**src/hw/rtl/nws_pkg.sv**
```systemverilog
package nws_pkg;

  // Reset value of the decay shift register
  localparam logic [4:0] DECAY_RST = 5'd15;

  localparam int unsigned BIN_W  = 32;
  localparam int unsigned OUT_W  = 48;
  localparam int unsigned FRAC_W = 16;

  typedef struct packed {
    logic [BIN_W-1:0] bin_value;
    logic             is_last;
  } nws_in_req_t;

  typedef struct packed {
    logic [OUT_W-1:0] smoothed_value;
    logic             run_end;
  } nws_out_req_t;

  // Commands from the sequencer to the datapath
  typedef struct packed {
    logic shift_in;  // take the accepted bin into the window
    logic clear;     // drop the window count, start a new histogram
    logic acc_clr;   // clear numerator and weight sums
    logic acc_en;    // add one weighted term
    logic div_load;  // load dividend, clear remainder
    logic div_step;  // one restoring division step
    logic push;      // move the quotient into the output register
    logic run_end;   // flag carried with the pushed result
  } nws_cmd_t;

endpackage

```
**src/hw/rtl/nws_ctrl.sv**
```systemverilog
module nws_ctrl import nws_pkg::*; #(
  parameter int unsigned HALF_WIDTH = 2,
  localparam int unsigned WinDepth = 2 * HALF_WIDTH,
  localparam int unsigned IdxW     = $clog2(WinDepth),
  localparam int unsigned CntW     = $clog2(WinDepth + 1)
) (
  input  logic            clk_i,
  input  logic            rst_ni,
  input  logic            in_valid_i,
  input  logic            in_last_i,
  output logic            in_stall_o,
  input  logic [CntW-1:0] cnt_i,
  input  logic            out_free_i,
  output nws_cmd_t        cmd_o,
  output logic [IdxW-1:0] sel_o,
  output logic [IdxW-1:0] gap_o
);

  localparam int unsigned NumW = 64 + IdxW;
  localparam int unsigned DvdW = NumW + FRAC_W;
  localparam int unsigned BitW = $clog2(DvdW);

  typedef enum logic [2:0] {
    ST_IDLE,
    ST_DECIDE,
    ST_START,
    ST_ACC,
    ST_LOAD,
    ST_DIV,
    ST_PUSH
  } state_e;

  state_e          state_q, state_d;
  logic            last_q, last_d;
  logic [IdxW-1:0] oi_q, oi_d;
  logic [IdxW-1:0] o_q, o_d;
  logic [IdxW-1:0] top_q, top_d;
  logic [BitW-1:0] bit_q, bit_d;
  logic [IdxW-1:0] hi_lim;
  logic [IdxW-1:0] cnt_m1;

  assign in_stall_o = (state_q != ST_IDLE);
  assign sel_o      = o_q;
  assign gap_o      = (o_q > oi_q) ? (o_q - oi_q) : (oi_q - o_q);
  assign hi_lim     = oi_q + IdxW'(HALF_WIDTH);
  assign cnt_m1     = IdxW'(cnt_i - CntW'(1));

  always_comb begin
    state_d = state_q;
    last_d  = last_q;
    oi_d    = oi_q;
    o_d     = o_q;
    top_d   = top_q;
    bit_d   = bit_q;
    cmd_o   = '0;
    case (state_q)
      ST_IDLE: begin
        if (in_valid_i) begin
          cmd_o.shift_in = 1'b1;
          last_d         = in_last_i;
          state_d        = ST_DECIDE;
        end
      end
      ST_DECIDE: begin
        if (last_q) begin
          // flush: oldest pending bin first
          oi_d    = (cnt_i < CntW'(HALF_WIDTH)) ? cnt_m1 : IdxW'(HALF_WIDTH - 1);
          state_d = ST_START;
        end else if (cnt_i >= CntW'(HALF_WIDTH)) begin
          oi_d    = IdxW'(HALF_WIDTH - 1);
          state_d = ST_START;
        end else begin
          state_d = ST_IDLE;
        end
      end
      ST_START: begin
        cmd_o.acc_clr = 1'b1;
        o_d           = '0;
        top_d         = (hi_lim < cnt_m1) ? hi_lim : cnt_m1;
        state_d       = ST_ACC;
      end
      ST_ACC: begin
        cmd_o.acc_en = 1'b1;
        if (o_q == top_q) begin
          state_d = ST_LOAD;
        end else begin
          o_d = o_q + IdxW'(1);
        end
      end
      ST_LOAD: begin
        cmd_o.div_load = 1'b1;
        bit_d          = '0;
        state_d        = ST_DIV;
      end
      ST_DIV: begin
        cmd_o.div_step = 1'b1;
        if (bit_q == BitW'(DvdW - 1)) begin
          state_d = ST_PUSH;
        end else begin
          bit_d = bit_q + BitW'(1);
        end
      end
      ST_PUSH: begin
        if (out_free_i) begin
          cmd_o.push    = 1'b1;
          cmd_o.run_end = last_q && (oi_q == '0);
          if (last_q && (oi_q != '0)) begin
            oi_d    = oi_q - IdxW'(1);
            state_d = ST_START;
          end else begin
            cmd_o.clear = last_q;
            state_d     = ST_IDLE;
          end
        end
      end
      default: begin
        state_d = ST_IDLE;
      end
    endcase
  end

  always_ff @(posedge clk_i or negedge rst_ni) begin
    if (!rst_ni) begin
      state_q <= ST_IDLE;
      last_q  <= 1'b0;
      oi_q    <= '0;
      o_q     <= '0;
      top_q   <= '0;
      bit_q   <= '0;
    end else begin
      state_q <= state_d;
      last_q  <= last_d;
      oi_q    <= oi_d;
      o_q     <= o_d;
      top_q   <= top_d;
      bit_q   <= bit_d;
    end
  end

endmodule

```
**src/hw/rtl/nws_dpath.sv**
```systemverilog
module nws_dpath import nws_pkg::*; #(
  parameter int unsigned HALF_WIDTH = 2,
  localparam int unsigned WinDepth = 2 * HALF_WIDTH,
  localparam int unsigned IdxW     = $clog2(WinDepth),
  localparam int unsigned CntW     = $clog2(WinDepth + 1)
) (
  input  logic            clk_i,
  input  logic            rst_ni,
  input  logic            cfg_we_i,
  input  logic [4:0]      cfg_wdata_i,
  input  logic [BIN_W-1:0] bin_i,
  input  nws_cmd_t        cmd_i,
  input  logic [IdxW-1:0] sel_i,
  input  logic [IdxW-1:0] gap_i,
  output logic [CntW-1:0] cnt_o,
  output logic            out_free_o,
  output logic            out_valid_o,
  input  logic            out_stall_i,
  output nws_out_req_t    out_req_o
);

  localparam int unsigned NumW = 64 + IdxW;
  localparam int unsigned DenW = 33 + IdxW;
  localparam int unsigned DvdW = NumW + FRAC_W;
  localparam int unsigned ExpW = 5 + IdxW;

  logic [BIN_W-1:0] win_q [WinDepth];
  logic [CntW-1:0]  cnt_q;
  logic [4:0]       decay_q;
  logic [NumW-1:0]  num_q;
  logic [DenW-1:0]  den_q;
  logic [DvdW-1:0]  dvd_q;
  logic [DenW-1:0]  rem_q;
  logic [OUT_W-1:0] quo_q;
  logic             out_valid_q;
  nws_out_req_t     out_q;

  logic [ExpW-1:0]  expo;
  logic [63:0]      term;
  logic [32:0]      weight;
  logic [DenW:0]    rem_sh;
  logic             ge;

  // Weight 2^-(shift*d) in Q.32; shifts past the fraction bits fall to zero
  assign expo   = ExpW'(gap_i) * ExpW'(decay_q);
  assign term   = {win_q[sel_i], 32'b0} >> expo;
  assign weight = {1'b1, 32'b0} >> expo;

  assign rem_sh = {rem_q, dvd_q[DvdW-1]};
  assign ge     = (rem_sh >= {1'b0, den_q});

  assign cnt_o       = cnt_q;
  assign out_free_o  = !out_valid_q || !out_stall_i;
  assign out_valid_o = out_valid_q;
  assign out_req_o   = out_q;

  always_ff @(posedge clk_i or negedge rst_ni) begin
    if (!rst_ni) begin
      cnt_q       <= '0;
      decay_q     <= DECAY_RST;
      out_valid_q <= 1'b0;
    end else begin
      if (cfg_we_i) begin
        decay_q <= cfg_wdata_i;
      end
      if (cmd_i.clear) begin
        cnt_q <= '0;
      end else if (cmd_i.shift_in && (cnt_q != CntW'(WinDepth))) begin
        cnt_q <= cnt_q + CntW'(1);
      end
      if (cmd_i.push) begin
        out_valid_q <= 1'b1;
      end else if (!out_stall_i) begin
        out_valid_q <= 1'b0;
      end
    end
  end

  always_ff @(posedge clk_i) begin
    if (cmd_i.shift_in) begin
      win_q[0] <= bin_i;
      for (int i = 1; i < WinDepth; i++) begin
        win_q[i] <= win_q[i-1];
      end
    end
    if (cmd_i.acc_clr) begin
      num_q <= '0;
      den_q <= '0;
    end else if (cmd_i.acc_en) begin
      num_q <= num_q + NumW'(term);
      den_q <= den_q + DenW'(weight);
    end
    if (cmd_i.div_load) begin
      dvd_q <= {num_q, {FRAC_W{1'b0}}};
      rem_q <= '0;
    end else if (cmd_i.div_step) begin
      dvd_q <= {dvd_q[DvdW-2:0], 1'b0};
      rem_q <= ge ? DenW'(rem_sh - {1'b0, den_q}) : DenW'(rem_sh);
      quo_q <= {quo_q[OUT_W-2:0], ge};
    end
    if (cmd_i.push) begin
      out_q.smoothed_value <= quo_q;
      out_q.run_end        <= cmd_i.run_end;
    end
  end

endmodule

```
**src/hw/rtl/normalized_window_smoother.sv**
```systemverilog
// Normalized window smoother: one histogram bin in, smoothed bins out.
// Input channel (in_valid_i / in_stall_o / in_req_i) carries one bin and a
// last-bin flag per request. Output channel (out_valid_o / out_stall_i /
// out_req_o) carries one smoothed Q32.16 value per request; run_end marks
// the result of the final bin. A non-last bin yields one result once
// HALF_WIDTH bins are held; the final bin flushes up to HALF_WIDTH results,
// oldest first, and then the window empties for the next histogram.
// decay_shift is written through cfg_we_i / cfg_wdata_i; the user must write it
// only while idle, the block itself does not enforce this. Timing: one bin is
// worked on at a time. Each result sums the weighted terms in the window, then
// runs the bit-serial restoring divider (one quotient bit per cycle) and waits
// for the output register. A bin with no result frees the input after its
// decide state. The output register lets the next bin enter while the last
// result waits; a stalled receiver holds the result, and the sequencer waits
// before it overwrites it. Reset empties the window, sets decay_shift to 15
// and drops any pending result.
module normalized_window_smoother import nws_pkg::*; #(
  parameter int unsigned HALF_WIDTH = 2
) (
  input  logic         clk_i,
  input  logic         rst_ni,
  input  logic         cfg_we_i,
  input  logic [4:0]   cfg_wdata_i,
  input  logic         in_valid_i,
  output logic         in_stall_o,
  input  nws_in_req_t  in_req_i,
  output logic         out_valid_o,
  input  logic         out_stall_i,
  output nws_out_req_t out_req_o
);

  localparam int unsigned WinDepth = 2 * HALF_WIDTH;
  localparam int unsigned IdxW     = $clog2(WinDepth);
  localparam int unsigned CntW     = $clog2(WinDepth + 1);

  nws_cmd_t        cmd;
  logic [IdxW-1:0] sel;
  logic [IdxW-1:0] gap;
  logic [CntW-1:0] cnt;
  logic            out_free;

  // Sequencer: walks the window taps, then runs the divider
  nws_ctrl #(
    .HALF_WIDTH(HALF_WIDTH)
  ) u_ctrl (
    .clk_i      (clk_i),
    .rst_ni     (rst_ni),
    .in_valid_i (in_valid_i),
    .in_last_i  (in_req_i.is_last),
    .in_stall_o (in_stall_o),
    .cnt_i      (cnt),
    .out_free_i (out_free),
    .cmd_o      (cmd),
    .sel_o      (sel),
    .gap_o      (gap)
  );

  // Window, weighted sums, divider and output register
  nws_dpath #(
    .HALF_WIDTH(HALF_WIDTH)
  ) u_dpath (
    .clk_i       (clk_i),
    .rst_ni      (rst_ni),
    .cfg_we_i    (cfg_we_i),
    .cfg_wdata_i (cfg_wdata_i),
    .bin_i       (in_req_i.bin_value),
    .cmd_i       (cmd),
    .sel_i       (sel),
    .gap_i       (gap),
    .cnt_o       (cnt),
    .out_free_o  (out_free),
    .out_valid_o (out_valid_o),
    .out_stall_i (out_stall_i),
    .out_req_o   (out_req_o)
  );

endmodule

```
**config.mk**
```make
export PLATFORM = sky130hd
export DESIGN_NAME = normalized_window_smoother
export DESIGN_NICKNAME = d
export VERILOG_FILES = /design/src/hw/rtl/nws_pkg.sv /design/src/hw/rtl/nws_ctrl.sv /design/src/hw/rtl/nws_dpath.sv /design/src/hw/rtl/normalized_window_smoother.sv
export SDC_FILE = /design/constraint.sdc
export NUM_CORES = 1
export LEC_CHECK = 0
export BUFFER_PORTS_ARGS = -buffer_cell sky130_fd_sc_hd__buf_2
export CAP_MARGIN = 25
export CORE_MARGIN = 10
export CORE_UTILIZATION = 42
export CTS_CLUSTER_SIZE = 20
export DETAILED_ROUTE_END_ITERATION = 12
export HOLD_SLACK_MARGIN = 0.05
export PLACE_DENSITY = 0.66
export RECOVER_POWER = 100
export SYNTH_ARGS = -nofsm -noshare
export SYNTH_HDL_FRONTEND = slang
export SYNTH_SLANG_ARGS = --single-unit
```
**constraint.sdc**
```tcl
create_clock -name clk_i -period 17.65 [get_ports clk_i]
set_input_delay 3.53 -clock clk_i [delete_from_list [all_inputs] [get_ports clk_i]]
set_output_delay 3.53 -clock clk_i [all_outputs]
set_load 0.01 [all_outputs]
```
Yosys cells after proc, flatten, opt, wreduce, memory -nomap -nowiden:

Memory sizes are Yosys's and may differ from the RTL's.
Cells that the tools add are included.

* flip-flop bits (word level): 325
* bits in writable memories: 128
* bits of input ports: 43
* output and inout bits: 51
* memories: 1

* $add $sub $neg: 11
* multiply operators: 1
* order comparisons: 5
* equality and inequality tests: 18
* shift operators: 2
* mux-type cells: 40
* bitwise gates (word level): 1
* reduce and logical (&&, ||, !) cells: 22

Memories
* u_dpath.win_q: words 4, width 32, rd ports 4, clocked after memory_dff 0, wr ports 4, RTL line nws_dpath.sv:27 `logic [BIN_W-1:0] win_q [WinDepth];`

Operators with widths (number)
* 82-bit 2-to-1 mux: 2
* 66-bit by 64-bit adder with 66-bit output: 1
* 64-bit by 7-bit >> shifter with 64-bit output: 1
* 36-bit by 35-bit greater-or-equal comparator with 1-bit output: 1
* 35-bit by 33-bit adder with 35-bit output: 1
* 35-bit 2-to-1 mux: 1
* 35-bit subtractor: 1
* 33-bit by 7-bit >> shifter with 33-bit output (first input constant): 1
* 2-bit 2-to-1 mux: 13
* 3-bit case mux with 7 select lines: 1
* 3-bit 2-to-1 mux: 6
* 7-bit case mux with 2 select lines: 1
* 1-bit 2-to-1 mux: 13
* 2-bit nonzero test: 6
* 2-bit AND reduction: 5
* 3-bit equality test (second input constant): 3
* 2-bit by 1-bit inequality test with 1-bit output (second input constant): 4
* 2-bit inequality test (second input constant): 4
* 2-bit case mux with 2 select lines: 2
* 4-bit AND reduction: 2
* 7-bit by 1-bit adder with 7-bit output (second input constant): 1
* 7-bit equality test (second input constant): 1
* 2-bit by 5-bit multiplier with 7-bit output: 1
* 7-bit 2-to-1 mux: 1
* 21 further kinds: 27

Logic depth before layout (Yosys ltp):

* word-level depth: 6
* depth in mapped cells: 35
* depth with buffers taken out: 31

Cells and area by module:

From an unflattened synthesis, not the netlist that was laid out.

* cell total of the unflattened synthesis: 2724
* area total of the unflattened synthesis: 27386.3 um^2

By module, submodules not included
* nws_dpath: times used 1, cells an instance 2585, area an instance 26172.6 um^2, seq. area each 11691.2 um^2
* nws_ctrl: times used 1, cells an instance 139, area an instance 1213.7 um^2, seq. area each 425.4 um^2

Worst setup path before layout:

OpenSTA, ideal clock, no wires.

* kind: register -> register
* start point: register u_ctrl.o_q[0] (netlist: u_ctrl.sel_o[0])
* end point: register u_dpath.num_q[62]
* library setup time: 0.117 ns
* arrival: 6.551 ns
* data required time: 17.533 ns
* setup slack: 10.982 ns
* cell stages (with the launch flop): 35
* buffers on the path: 4
* period minus slack after synthesis: 6.668 ns
* path through: dfrtp_1 > buf_6 > buf_4 > inv_1 > ha_1 > fa_1 > o21ai_0 > o21a_1 > a21oi_1 > nor2b_1 > ha_1 > inv_1 > fa_1 > buf_2 > clkbuf_1 > o21ai_0 > mux2_2 > nand2_1 > o21ai_0 > nor2_1 > nor2_1 > nor3_1 > ha_1 > inv_1 > fa_1 > nand2b_1 > a21oi_2 > o2111ai_2 > a211oi_2 > a211oi_2 > o311a_1 > nor4bb_1 > o21ai_1 > a21o_1 > a32o_1

* cells in the longest elaborated chain, start to end: 5

RTL lines
* start, declared: RTL line nws_ctrl.sv:36 `logic [IdxW-1:0] o_q, o_d;`
* start signal, assigned: RTL line nws_ctrl.sv:127 `o_q <= '0;`
* start signal, assigned: RTL line nws_ctrl.sv:134 `o_q <= o_d;`
* 2-bit subtractor or 2-bit > comparator (tied branches): RTL line nws_ctrl.sv:44 `assign gap_o = (o_q > oi_q) ? (o_q - oi_q) : (oi_q - o_q);`
* 2-bit 2-to-1 mux: RTL line nws_ctrl.sv:44
* 2-bit by 5-bit multiplier with 7-bit output: RTL line nws_dpath.sv:45 `assign expo = ExpW'(gap_i) * ExpW'(decay_q);`
* 64-bit by 7-bit >> shifter with 64-bit output *: RTL line nws_dpath.sv:46 `assign term = {win_q[sel_i], 32'b0} >> expo;`
* 66-bit by 64-bit adder with 66-bit output *: RTL line nws_dpath.sv:90 `num_q <= num_q + NumW'(term);`
* end signal, assigned: RTL line nws_dpath.sv:90
* end, declared: RTL line nws_dpath.sv:30 `logic [NumW-1:0] num_q;`

Every way passes the cells marked *; elsewhere a longest branch is shown, timed or not.
A chain may end at the register's enable or synchronous reset.

Final worst setup path:

Same ends and word-level chain as after synthesis.

==> results.yml <==
die:
  dieWidth_um: 271
  core-area_mm2: 0.0627
  die_h_um: 271
  dieArea_mm2: 0.0736
  ioPinCount: 94
  floorplan.initialDensity: 0.423
  rows: 92
finish:
  drive_gt1_frac: 0.0826
  layout_common_cells: "515 x nand2_1, 291 x edfxtp_1, 237 x nor2_1"
  nNetsFinal: 3021
  antenna_cells_inserted: 0
  layout_commonest_cell: "nand2_1"
  fill_cells: 5895
  area_growth_pct: 10.5
setup_path:
  cp.required_ns: 18.14
  cp-start-kind: "register"
  cp.arrival_ns: 11.18
  path_max_fanout: 38
  ff2ff_path_depth: 30
  cp_slowest_cell: "clkbuf_1"
  cp_num_buf_inv: 5
  worstReg2RegStart: "u_ctrl.sel_o[0]"
  cp-end-kind: "register"
  setup.worst_path.class: "reg -> reg"
  critPathMaxStageDelay_ns: 2.04
  critical-path-top-delay-family: "buffers and inverters"
  reg2reg_slack_ns: 6.96
  r2r_end: "u_dpath.num_q[62]"
synth:
  ys_seq_area_frac: 0.457
  synth_edf_count: 291
  ys_types: 91
  synth_nets: 2978
  ys_seq_elements: 453
  synth_cells: 2783
  async_flop_share: 0.0574
  syn_area_mm2: 0.0265
  synth.avg_cell_area_um2: 9.53
  yosysWarnings: 0
  synth_ff_type: "edfxtp_1"
drt:
  drt-total-wl_mm: 69.6
  drt-wirelength-per-cell_um: 18.7
  drtPass1Iterations: 6
  drtAntennaViolNets: 0
  via_per_inst: 5.66
  drc: 0
  vias: 21000
  first_iter_violations: 2073
global_routing:
  grt_pass1_vias: 20000
  antenna_found_initial: 0
  grt_max_degree: 81
  gr-total-overflow: 0
  grt_pass1_wl_mm: 111
  grt.total_usage: 0.183
sta:
  timing.slew.headroom: -1.66
  period_minus_slack_ns: 10.69
  finalSetupViolCount: 0
  rsz0062_at_grt: "false"
  slew_violations: 599
  post-route-period-util: 0.606
  hold_viol: 0
  holdWs_ns: 0.427
  worstMarginPinSlew_ns: 3.99
  fin_skew_ns: 0.0300
  max_clock_freq_mhz: 93.5
  setup_tns_ns: 0
worst_hold_path:
  hold_class: "reg -> reg"
  hold_depth: 0
  min_from: "u_dpath.quo_q[47]"
  min_to: "u_dpath.out_req_o[48]"
cts:
  cts_resized: 0
  cts_num_sinks: 453
  postCtsSetupRepairBufs: 0
  root_buffer: "clkbuf_16"
  hold_buffers: 0
  worst_skew_pair.late_latency_ns: 0.61
  cts.clk_slew.worst_paths_ns: 0.06
  cts_made_buffers: 50
  htreeDepth: 2
  cts_tree: "done"
  cts_max_path_buffers: 3
job:
  cap_violations: 12
status:
  status: "finished, violations left"
  violations: "max-capacitance violations, max-slew violations"
placed_design:
  place.gp.congestion: 0.965
  port_buffers: 93
  hpwl_mm: 50.3
[stage by stage]
stage | area (µm²) | utilization | worst slack, ns | cells
global route | 29300 | 0.467 | 5.76 | 3714
floorplan | 26500 | - | 10.98 | 2783
detailed placement | 27800 | 0.443 | 9.85 | 3619
finish | 29300 | 0.467 | 6.96 | 3714
global placement | 27800 | 0.443 | 9.98 | 3619
CTS | 29500 | 0.470 | 9.78 | 3713
[layout make-up]
| cell class | instances | area, µm² | share of cell area |
|---|---|---|---|
| multi-input combinational | 2114 | 13600 | 0.463 |
| sequential | 453 | 12100 | 0.414 |
| clock buffer | 55 | 1290 | 0.0441 |
| tap | 846 | 1060 | 0.0361 |
| timing repair buffer | 119 | 551 | 0.0188 |
| clock inverter | 39 | 398 | 0.0136 |
| inverter | 88 | 332 | 0.0113 |
[Yosys cell counts (12+ instances only)]
cell type | number | share of area
nand2_1 | 516 | 0.073
edfxtp_1 | 291 | 0.33
nor2_1 | 238 | 0.034
o21ai_0 | 201 | 0.038
a21oi_1 | 192 | 0.036
ha_1 | 147 | 0.069
dfxtp_1 | 136 | 0.10
clkbuf_1 | 94 | 0.013
inv_1 | 88 | 0.012
a21o_1 | 81 | 0.023
mux2i_1 | 67 | 0.025
xor2_1 | 64 | 0.021
xnor2_1 | 60 | 0.020
nand3_1 | 42 | 0.0079
mux2_2 | 37 | 0.016
o22ai_1 | 36 | 0.0085
nor3_1 | 33 | 0.0062
mux4_2 | 32 | 0.027
nand4_1 | 28 | 0.0066
o21a_1 | 27 | 0.0076
nand2b_1 | 25 | 0.0059
nor2b_1 | 24 | 0.0057
dfrtp_1 | 22 | 0.021
o21bai_1 | 22 | 0.0062
o21ai_1 | 21 | 0.0040
a31oi_1 | 20 | 0.0047
buf_2 | 19 | 0.0036
or3_1 | 15 | 0.0035
a211oi_1 | 14 | 0.0040
and3_1 | 13 | 0.0031
o22a_1 | 13 | 0.0043
and2_1 | 12 | 0.0028
[how the worst max path moves through the flow]
stage | from | to | slack [ns] | cells past startpoint
final | u_ctrl.sel_o[0] | u_dpath.num_q[62] | 6.96 | 30
after global routing | u_ctrl.sel_o[0] | u_dpath.num_q[42] | 5.76 | 28
after CTS | u_ctrl.sel_o[1] | u_dpath.num_q[59] | 9.78 | 30
after detailed placement | u_ctrl.sel_o[1] | u_dpath.num_q[59] | 9.85 | 30
after global placement | u_ctrl.sel_o[1] | u_dpath.num_q[59] | 9.98 | 30
after floorplan | u_ctrl.sel_o[0] | u_dpath.num_q[62] | 10.98 | 34
[worst reg2reg max path: cells and delay by family, from the launching register on]
kind | cells | cell delay [ns]
compound gates | 10 | 2.38
simple gates | 8 | 1.30
mux | 1 | 0.34
xor+xnor | 1 | 0.14
fa+ha+maj | 5 | 1.78
flops | 1 | 0.36
buf+inv | 5 | 4.29
[layer usage]
layer,wire (µm),GRT usage
met3,4400,0.0278
met2,30200,0.279
met4,2160,0.0664
met5,0,0
met1,32800,0.260
[state kept, by name (all words and copies together), names as in the netlist]
signal               cells
u_dpath.num_q           66
u_ctrl.oi_q              2
u_dpath.out_req_o       49
u_dpath.cnt_o            3
u_dpath.decay_q          5
u_dpath.out_valid_o      1
u_dpath.quo_q           48
u_ctrl.state_q           3
u_dpath.win_q          128
u_dpath.dvd_q           66
u_ctrl.sel_o             2
u_ctrl.top_q             2
u_ctrl.bit_q             7
u_dpath.den_q           35
u_ctrl.last_q            1
u_dpath.rem_q           35
[kinds of logic (layout without fill, tap and decap cells)]
| kind of cell | after synthesis | count (layout) | share of synthesized area |
|---|---|---|---|
| simple gates | 970 | 970 | 0.155 |
| mux | 136 | 136 | 0.0682 |
| fa+ha+maj | 152 | 152 | 0.0731 |
| flops | 453 | 453 | 0.457 |
| buf+inv | 216 | 301 | 0.0330 |
| compound gates | 731 | 731 | 0.172 |
| xor+xnor | 125 | 125 | 0.0416 |
Power is not shown: default switching activity piles up to over one toggle a cycle in this logic, so the estimate is an artifact.
